===== src/rtl/core/epsm_pkg.sv =====
// Package for the encoder positioned sweep motor core.
// Holds the command codes, the request and state records and reset constants.
// No dependencies.
package epsm_pkg;

  localparam int unsigned DutyW   = 8;
  localparam int unsigned PosW    = 16;
  localparam int unsigned SlowW   = 15;
  localparam int unsigned CfgIdxW = 1;

  localparam logic [DutyW-1:0]        SLOW_DUTY           = 8'd40;
  localparam logic signed [PosW-1:0]  POS_MAX             = 16'sh7FFF;
  localparam logic signed [PosW-1:0]  POS_MIN             = -16'sh8000;
  localparam logic signed [PosW-1:0]  RETRACT_LIMIT_RESET = 16'sd15;
  localparam logic [SlowW-1:0]        SLOW_COUNT_RESET    = 15'd245;

  typedef enum logic [2:0] {
    CMD_EXTEND  = 3'd0,
    CMD_RETRACT = 3'd1,
    CMD_STOP    = 3'd2,
    CMD_SWITCH  = 3'd3,
    CMD_ENCODER = 3'd4
  } cmd_e;

  typedef enum logic [CfgIdxW-1:0] {
    REG_RETRACT_LIMIT = 1'b0,
    REG_SLOW_COUNT    = 1'b1
  } cfg_reg_e;

  // One incoming request.
  typedef struct packed {
    logic [2:0]       command;
    logic [DutyW-1:0] duty;
    logic             keep_count;
    logic             clear_count;
    logic             raise_after;
    logic             lower_after;
    logic             switch_level;
    logic             enc_a;
    logic             enc_b;
    logic             not_serving;
  } req_t;

  // Motor and encoder state carried from request to request.
  typedef struct packed {
    logic signed [PosW-1:0] position;
    logic [1:0]             prev_phase;
    logic                   extending;
    logic                   stopped;
    logic                   slowed;
    logic                   swept;
    logic                   raise_pend;
    logic                   lower_pend;
    logic [DutyW-1:0]       fwd_duty;
    logic [DutyW-1:0]       bwd_duty;
  } ctrl_t;

  // One result.
  typedef struct packed {
    logic [DutyW-1:0]       forward_duty;
    logic [DutyW-1:0]       backward_duty;
    logic                   raise_request;
    logic                   lower_request;
    logic                   swept_flag;
    logic signed [PosW-1:0] position;
  } res_t;

  localparam ctrl_t CTRL_RESET = '{
    position:   '0,
    prev_phase: 2'b00,
    extending:  1'b0,
    stopped:    1'b1,
    slowed:     1'b0,
    swept:      1'b0,
    raise_pend: 1'b0,
    lower_pend: 1'b0,
    fwd_duty:   '0,
    bwd_duty:   '0
  };

endpackage


===== src/rtl/core/encoder_positioned_sweep_motor_core.sv =====
// Top level of the encoder positioned sweep motor core.
// Uses epsm_pkg and instantiates epsm_step.
//
// Usage: each request on the slave stream carries one command in tuser
// (extend, retract, stop, end switch event, encoder sample) and its operands
// in tdata. Every accepted request yields exactly one result on the master
// stream: both drive duties, the raise and lower request pulses, the swept
// flag and the saturated position count.
// Two thresholds are written through the plain write port while the core is
// idle: index 0 is the signed retract limit, index 1 the slow count.
// An accepted request is held in the input register; the decode and state
// update then land their outcome in the result register. Throughput is one
// request per cycle while the result side keeps taking results. The output
// register decouples the two sides: when the receiver stalls, the core still
// takes one more request into its input register and only then drops
// s_axis_tready.
// Reset puts the motor in the stopped state with zero duties, a zero count,
// no pending platform requests and the thresholds at 15 and 245; both
// pipeline stages are emptied.
module encoder_positioned_sweep_motor_core (
  input  logic        clk_i,
  input  logic        rst_ni,
  // Request stream.
  input  logic        s_axis_tvalid,
  output logic        s_axis_tready,
  // tdata, from bit 0: duty[7:0], keep_count, clear_count, raise_after,
  // lower_after, switch_level, enc_a, enc_b, not_serving.
  input  logic [15:0] s_axis_tdata,
  // tuser: command[2:0].
  input  logic [2:0]  s_axis_tuser,
  // Result stream.
  output logic        m_axis_tvalid,
  input  logic        m_axis_tready,
  // tdata, from bit 0: forward_duty[7:0], backward_duty[7:0], raise_request,
  // lower_request, swept_flag, position[15:0], then five zero bits.
  output logic [39:0] m_axis_tdata,
  // Threshold write port.
  input  logic                         cfg_we_i,
  input  logic [epsm_pkg::CfgIdxW-1:0] cfg_idx_i,
  input  logic [15:0]                  cfg_data_i
);
  import epsm_pkg::*;

  logic                   in_vld_q;
  logic                   in_vld_d;
  req_t                   in_q;
  logic                   out_vld_q;
  logic                   out_vld_d;
  res_t                   res_q;
  res_t                   res_d;
  ctrl_t                  st_q;
  ctrl_t                  st_d;
  logic signed [PosW-1:0] retract_limit_q;
  logic [SlowW-1:0]       slow_count_q;
  logic                   in_take;
  logic                   advance;
  req_t                   req_in;

  assign req_in = '{
    command:      s_axis_tuser,
    duty:         s_axis_tdata[7:0],
    keep_count:   s_axis_tdata[8],
    clear_count:  s_axis_tdata[9],
    raise_after:  s_axis_tdata[10],
    lower_after:  s_axis_tdata[11],
    switch_level: s_axis_tdata[12],
    enc_a:        s_axis_tdata[13],
    enc_b:        s_axis_tdata[14],
    not_serving:  s_axis_tdata[15]
  };

  // A buffered request moves on whenever the result register is free or is
  // being emptied in this cycle.
  assign advance       = in_vld_q && (!out_vld_q || m_axis_tready);
  assign s_axis_tready = !in_vld_q || advance;
  assign in_take       = s_axis_tvalid && s_axis_tready;

  always_comb begin
    in_vld_d = in_vld_q;
    if (in_take) begin
      in_vld_d = 1'b1;
    end else if (advance) begin
      in_vld_d = 1'b0;
    end
    out_vld_d = out_vld_q;
    if (advance) begin
      out_vld_d = 1'b1;
    end else if (m_axis_tready) begin
      out_vld_d = 1'b0;
    end
  end

  epsm_step u_step (
    .req_i           (in_q),
    .cur_i           (st_q),
    .retract_limit_i (retract_limit_q),
    .slow_count_i    (slow_count_q),
    .nxt_o           (st_d),
    .res_o           (res_d)
  );

  always_ff @(posedge clk_i or negedge rst_ni) begin
    if (!rst_ni) begin
      in_vld_q  <= 1'b0;
      out_vld_q <= 1'b0;
      st_q      <= CTRL_RESET;
    end else begin
      in_vld_q  <= in_vld_d;
      out_vld_q <= out_vld_d;
      if (advance) begin
        st_q <= st_d;
      end
    end
  end

  always_ff @(posedge clk_i or negedge rst_ni) begin
    if (!rst_ni) begin
      retract_limit_q <= RETRACT_LIMIT_RESET;
      slow_count_q    <= SLOW_COUNT_RESET;
    end else if (cfg_we_i) begin
      unique case (cfg_reg_e'(cfg_idx_i))
        REG_RETRACT_LIMIT: retract_limit_q <= $signed(cfg_data_i);
        REG_SLOW_COUNT:    slow_count_q    <= cfg_data_i[SlowW-1:0];
        default: begin
        end
      endcase
    end
  end

  // Payload registers.
  always_ff @(posedge clk_i) begin
    if (in_take) begin
      in_q <= req_in;
    end
    if (advance) begin
      res_q <= res_d;
    end
  end

  assign m_axis_tvalid = out_vld_q;
  assign m_axis_tdata  = {5'b00000, res_q.position, res_q.swept_flag,
                          res_q.lower_request, res_q.raise_request,
                          res_q.backward_duty, res_q.forward_duty};

`ifndef SYNTHESIS
  // The motor is never marked as both stopped and extending.
  a_stop_ext_excl: assert property (@(posedge clk_i) disable iff (!rst_ni)
    !(st_q.stopped && st_q.extending))
    else $error("stopped and extending marks both set");

  // A platform request pulse only comes with a stop, so both duties are zero.
  a_pulse_on_stop: assert property (@(posedge clk_i) disable iff (!rst_ni)
    (out_vld_q && (res_q.raise_request || res_q.lower_request)) |->
      (res_q.forward_duty == '0) && (res_q.backward_duty == '0))
    else $error("request pulse without a stopped motor");

  // Reaching the retract limit stops the motor.
  a_swept_stops: assert property (@(posedge clk_i) disable iff (!rst_ni)
    $rose(st_q.swept) |-> st_q.stopped && (st_q.fwd_duty == '0) &&
      (st_q.bwd_duty == '0))
    else $error("swept set while the motor still drives");

  // The request side only stalls when both stages hold data and the
  // receiver is not taking the result.
  a_stall_full: assert property (@(posedge clk_i) disable iff (!rst_ni)
    !s_axis_tready |-> in_vld_q && out_vld_q && !m_axis_tready)
    else $error("request side stalled with room in the pipeline");
`endif

endmodule


===== src/rtl/core/epsm_step.sv =====
// Next-state and result logic for one request of the sweep motor core.
// Purely combinational; uses epsm_pkg.
module epsm_step (
  input  epsm_pkg::req_t                     req_i,
  input  epsm_pkg::ctrl_t                    cur_i,
  input  logic signed [epsm_pkg::PosW-1:0]   retract_limit_i,
  input  logic [epsm_pkg::SlowW-1:0]         slow_count_i,
  output epsm_pkg::ctrl_t                    nxt_o,
  output epsm_pkg::res_t                     res_o
);
  import epsm_pkg::*;

  logic [1:0]             phase;
  logic [3:0]             pair;
  logic                   step_up;
  logic                   step_dn;
  logic signed [PosW-1:0] pos_enc;
  logic signed [PosW-1:0] slow_s;
  logic                   ext_req;
  logic [DutyW-1:0]       ext_duty;
  logic                   ext_keep;
  logic                   slow_set;
  logic                   stop_req;
  logic                   pulse_raise;
  logic                   pulse_lower;
  ctrl_t                  nxt;

  // Quadrature decode: pair is the new phase above the previous phase.
  assign phase   = {req_i.enc_a, req_i.enc_b};
  assign pair    = {phase, cur_i.prev_phase};
  assign step_up = (pair == 4'b0001) || (pair == 4'b1000) ||
                   (pair == 4'b0111) || (pair == 4'b1110);
  assign step_dn = (pair == 4'b0010) || (pair == 4'b0100) ||
                   (pair == 4'b1011) || (pair == 4'b1101);
  assign slow_s  = $signed({1'b0, slow_count_i});

  always_comb begin
    pos_enc = cur_i.position;
    if (step_up && (cur_i.position != POS_MAX)) begin
      pos_enc = cur_i.position + 16'sd1;
    end else if (step_dn && (cur_i.position != POS_MIN)) begin
      pos_enc = cur_i.position - 16'sd1;
    end
  end

  always_comb begin
    nxt         = cur_i;
    ext_req     = 1'b0;
    ext_duty    = req_i.duty;
    ext_keep    = req_i.keep_count;
    slow_set    = 1'b0;
    stop_req    = 1'b0;
    pulse_raise = 1'b0;
    pulse_lower = 1'b0;

    unique case (req_i.command)
      CMD_EXTEND: begin
        ext_req = 1'b1;
      end
      CMD_RETRACT: begin
        nxt.swept      = 1'b0;
        nxt.raise_pend = req_i.raise_after;
        nxt.lower_pend = req_i.lower_after;
        if (req_i.clear_count) begin
          nxt.position = '0;
        end
        nxt.stopped  = 1'b0;
        nxt.fwd_duty = '0;
        nxt.bwd_duty = req_i.duty;
      end
      CMD_STOP: begin
        stop_req = 1'b1;
      end
      CMD_SWITCH: begin
        stop_req = cur_i.extending;
      end
      CMD_ENCODER: begin
        nxt.prev_phase = phase;
        nxt.position   = pos_enc;
        if (!cur_i.extending && !cur_i.stopped) begin
          if (pos_enc <= retract_limit_i) begin
            stop_req  = 1'b1;
            nxt.swept = 1'b1;
          end
        end else if (cur_i.extending && !cur_i.slowed && req_i.not_serving &&
                     (pos_enc >= slow_s)) begin
          ext_req  = 1'b1;
          ext_duty = SLOW_DUTY;
          ext_keep = 1'b0;
          slow_set = 1'b1;
        end
      end
      default: begin
      end
    endcase

    // Extend only acts while the end switch is high.
    if (ext_req && req_i.switch_level) begin
      if (!ext_keep) begin
        nxt.position = '0;
      end
      nxt.extending = 1'b1;
      nxt.slowed    = 1'b0;
      nxt.stopped   = 1'b0;
      nxt.fwd_duty  = ext_duty;
      nxt.bwd_duty  = '0;
    end
    if (slow_set) begin
      nxt.slowed = 1'b1;
    end

    // A stop issues the pending platform requests.
    if (stop_req) begin
      nxt.fwd_duty   = '0;
      nxt.bwd_duty   = '0;
      nxt.stopped    = 1'b1;
      nxt.extending  = 1'b0;
      pulse_raise    = cur_i.raise_pend;
      pulse_lower    = cur_i.lower_pend;
      nxt.raise_pend = 1'b0;
      nxt.lower_pend = 1'b0;
    end
  end

  assign nxt_o = nxt;

  assign res_o.forward_duty  = nxt.fwd_duty;
  assign res_o.backward_duty = nxt.bwd_duty;
  assign res_o.raise_request = pulse_raise;
  assign res_o.lower_request = pulse_lower;
  assign res_o.swept_flag    = nxt.swept;
  assign res_o.position      = nxt.position;

endmodule


===== config.mk =====
export PLATFORM = sky130hd
export DESIGN_NAME = encoder_positioned_sweep_motor_core
export DESIGN_NICKNAME = d
export VERILOG_FILES = /design/src/rtl/core/epsm_pkg.sv /design/src/rtl/core/encoder_positioned_sweep_motor_core.sv /design/src/rtl/core/epsm_step.sv
export SDC_FILE = /design/constraint.sdc
export NUM_CORES = 1
export LEC_CHECK = 0
export ABC_AREA = 1
export BUFFER_PORTS_ARGS = -buffer_cell sky130_fd_sc_hd__buf_2
export CAP_MARGIN = 5
export CORE_ASPECT_RATIO = 1.75
export CORE_MARGIN = 3
export CORE_UTILIZATION = 40
export DETAILED_ROUTE_END_ITERATION = 16
export PLACE_DENSITY = 0.59
export REMOVE_ABC_BUFFERS = 1
export SLEW_MARGIN = 20
export SYNTH_ARGS = -nofsm -noshare
export SYNTH_HDL_FRONTEND = slang
export SYNTH_HIERARCHICAL = 1
export SYNTH_SLANG_ARGS = --single-unit

===== constraint.sdc =====
create_clock -name clk_i -period 9.4 [get_ports clk_i]
set_input_delay 0 -clock clk_i [delete_from_list [all_inputs] [get_ports clk_i]]
set_output_delay 0 -clock clk_i [all_outputs]
set_load 0.01 [all_outputs]

==> impl_metrics.json <==
{
  "post-dp-hpwl_mm": 14.6,
  "row_count": 67,
  "setup.worst_path.start": "st_q[25]",
  "clock_path_buffers": 2,
  "cts_buffers": 17,
  "via_per_inst": 5.03,
  "globalRouteTotalUtil_pct": 19.7,
  "worst_slew_pin_slew_ns": 0.922,
  "peakVddDrop_mv": 0.149,
  "grt_pass1_wl_mm": 33.4,
  "r2r-start": "st_q[25]",
  "fin_nets": 1144,
  "n_antenna_cell": 0,
  "avgSynthCellArea_sq_um": 7.87,
  "finalSetupTns_ns": 0,
  "ys_seq_area_share_pct": 43.4,
  "drive_above_1_share_pct": 14.1,
  "ys_types": 42,
  "critPathRequiredTime_ns": 9.75,
  "cts.clk_slew.worst_paths_ns": 0.05,
  "syn_to_final_growth_pct": 13.5,
  "slew_headroom_pct": 38.4,
  "rr_endpoint": "st_q[3]",
  "power_switching_mw": 1.17,
  "gr-total-overflow": 0,
  "max_freq_mhz": 214,
  "syn_inst": 1015,
  "htreeDepth": 4,
  "p_sw_share_pct": 42.7,
  "critPathLaunchType": "register",
  "drc": 0,
  "finalCritPeriodShare_pct": 49.8,
  "dieWidth_um": 113,
  "crit_fanout": 50,
  "hold_buffers": 40,
  "ys_top_cells_by_area": "edfxtp_1, dfrtp_1, nand2_1, nand3_1, ha_1",
  "power_mw": 2.73,
  "drtIter0Drc": 322,
  "p_int_mw": 1.57,
  "syn_area_sq_um": 7980,
  "outcome": "completed",
  "cts_setup_buffers": 0,
  "skew_ns": 0.0120,
  "cts.sinks": 127,
  "cts-root-buf": "clkbuf_16",
  "path_class": "register to register",
  "crit_end": "st_q[3]",
  "cts_tree": "yes",
  "yosys_warnings": 6,
  "power_density_nw_per_um2": 302,
  "vias": 6657,
  "combinationalPowerShare_pct": 45.8,
  "rsz0062_at_grt": "no",
  "power.leakage_nw": 4.46,
  "pre_cts_ws_ns": 4.76,
  "start_util_pct": 41.2,
  "r2r_slack_ns": 4.72,
  "instances_no_fill": 1323,
  "antenna_found_initial": 0,
  "dieArea_sq_um": 21800,
  "hp-class": "primary input to asynchronous set/reset pin",
  "crit_slowest_cell": "dfrtp_1",
  "dieHeight_um": 193,
  "ant_nets": 0,
  "rr_worst_depth": 28,
  "setup_viol": 0,
  "cts_resized": 0,
  "worst_hold_slack_ns": 0.183,
  "seqPwrFrac_pct": 31.8,
  "pwr-share-clk_pct": 22.5,
  "grt_pass1_vias": 6642,
  "cp.arrival_ns": 5.03,
  "routedWlPerCell_um": 15.5,
  "max_stage_delay_ns": 0.47,
  "layout_commonest_cell": "nand2_1",
  "critPathCaptureType": "register",
  "place.gp.congestion": 0.947,
  "dp.cells": 1251,
  "clk_latency_ns": 0.42,
  "synth.ff_latch_count": 127,
  "wl_mm": 20.5,
  "slew_viol_final": 0,
  "yosysTopAreaCell": "edfxtp_1",
  "grt_max_degree": 74,
  "finalCriticalPeriod_ns": 4.68,
  "io_buffers": 77,
  "floorplan.core_area_sq_um": 19400,
  "fin_ws_ns": 4.72,
  "ios": 83,
  "layout_common_cells": "nand2_1, inv_1, nand3_1",
  "maxCapViolCount": 0,
  "first_pass_iters": 5,
  "hold_viol_final": 0,
  "cpMostUsedCell": "nand2_1",
  "n_fill_cell": 1913,
  "yosys.area.top_type_share_pct": 20.3
}
-- area by class of cell --
class / instances / area [sq um] / area share, %
multi-input cells: 697 / 3540 / 39.0
inverters: 106 / 398 / 4.39
flip-flops and latches: 127 / 3460 / 38.2
well taps: 241 / 302 / 3.33
repair buffers: 120 / 815 / 8.99
clock buffers: 25 / 485 / 5.36
clock inverters: 7 / 62.6 / 0.690
-- power by group through the flow --
stage          sequential [mW]  combinational (mW)  clock [mW]
6_report                 0.868                1.25       0.614
4_1_cts                  0.869                1.26       0.638
3_3_place_gp             0.875                1.21           0
3_5_place_dp             0.876                1.23           0
5_1_grt                  0.888                1.44       0.657
2_1_floorplan            0.862               0.879           0
-- flip-flops by register name, indices dropped and copies added (netlist names) --
| signal | count |
|---|---|
| in_q | 19 |
| in_vld_q | 1 |
| m_axis_tdata | 35 |
| m_axis_tvalid | 1 |
| retract_limit_q | 16 |
| slow_count_q | 15 |
| st_q | 40 |
-- stage by stage --
step	utilization [%]	cell area, sq um
floorplan	-	7400
global placement	41.9	8110
detailed placement	41.9	8110
CTS	46.8	9060
global route	46.8	9060
finish	46.8	9060
-- worst max-delay path, delay by kind of cell, from the launching register on --
family                   cells  cell delay [ns]
AND/OR/NAND/NOR             21             2.46
adder cells (fa/ha/maj)      2             0.61
AO/OA/AOI/OAI                2             0.54
flip-flops                   1             0.47
buffers and inverters        3             0.46
-- cells in the mapped netlist (all sizes together) --
cell type  number
nand2         318
inv           106
nand3          95
buf            81
nor2           75
o21ai          74
dfrtp          62
edfxtp         54
ha             34
a21oi          26
xor2           18
nor3           14
dfstp          11
clkbuf          8
mux2i           8
a21boi          7
and2            5
nand4           4
o22ai           3
a22oi           2
o211ai          2
or4             2
xnor2           2
a31oi           1
conb            1
nor4            1
o21a            1
-- cells by family (layout without fill, tap and decap cells) --
group | count (synthesis) | count (layout) | synth area share, %
simple gates | 514 | 514 | 27.7
buf+inv | 195 | 258 | 12.5
flops | 127 | 127 | 43.4
compound gates | 116 | 116 | 7.85
fa+ha+maj | 34 | 34 | 5.33
xor+xnor | 20 | 20 | 2.19
mux | 8 | 8 | 1.00
other cells | 1 | 5 | 0.0470
-- worst min path at each step --
stage               cells past startpoint                   to             from  slack (ns)
floorplan                               0             in_vld_q           rst_ni       -0.30
global placement                        1             in_q[10]  s_axis_tdata[2]        0.18
detailed placement                      1             in_q[15]  s_axis_tdata[7]        0.18
CTS                                     4        m_axis_tvalid    m_axis_tready        0.22
global route                            2  retract_limit_q[14]           rst_ni        0.26
finish                                  2      slow_count_q[1]           rst_ni        0.18
-- layer usage --
metal	up-vias	global-route usage [%]	routed length, um
met5	-	0	0
met4	0	9.39	768
met3	49	3.58	729
met2	170	38.1	11400
met1	3109	19.9	7590
li1	3329	-	-
No activity file was read; power rests on OpenSTA's default activity.
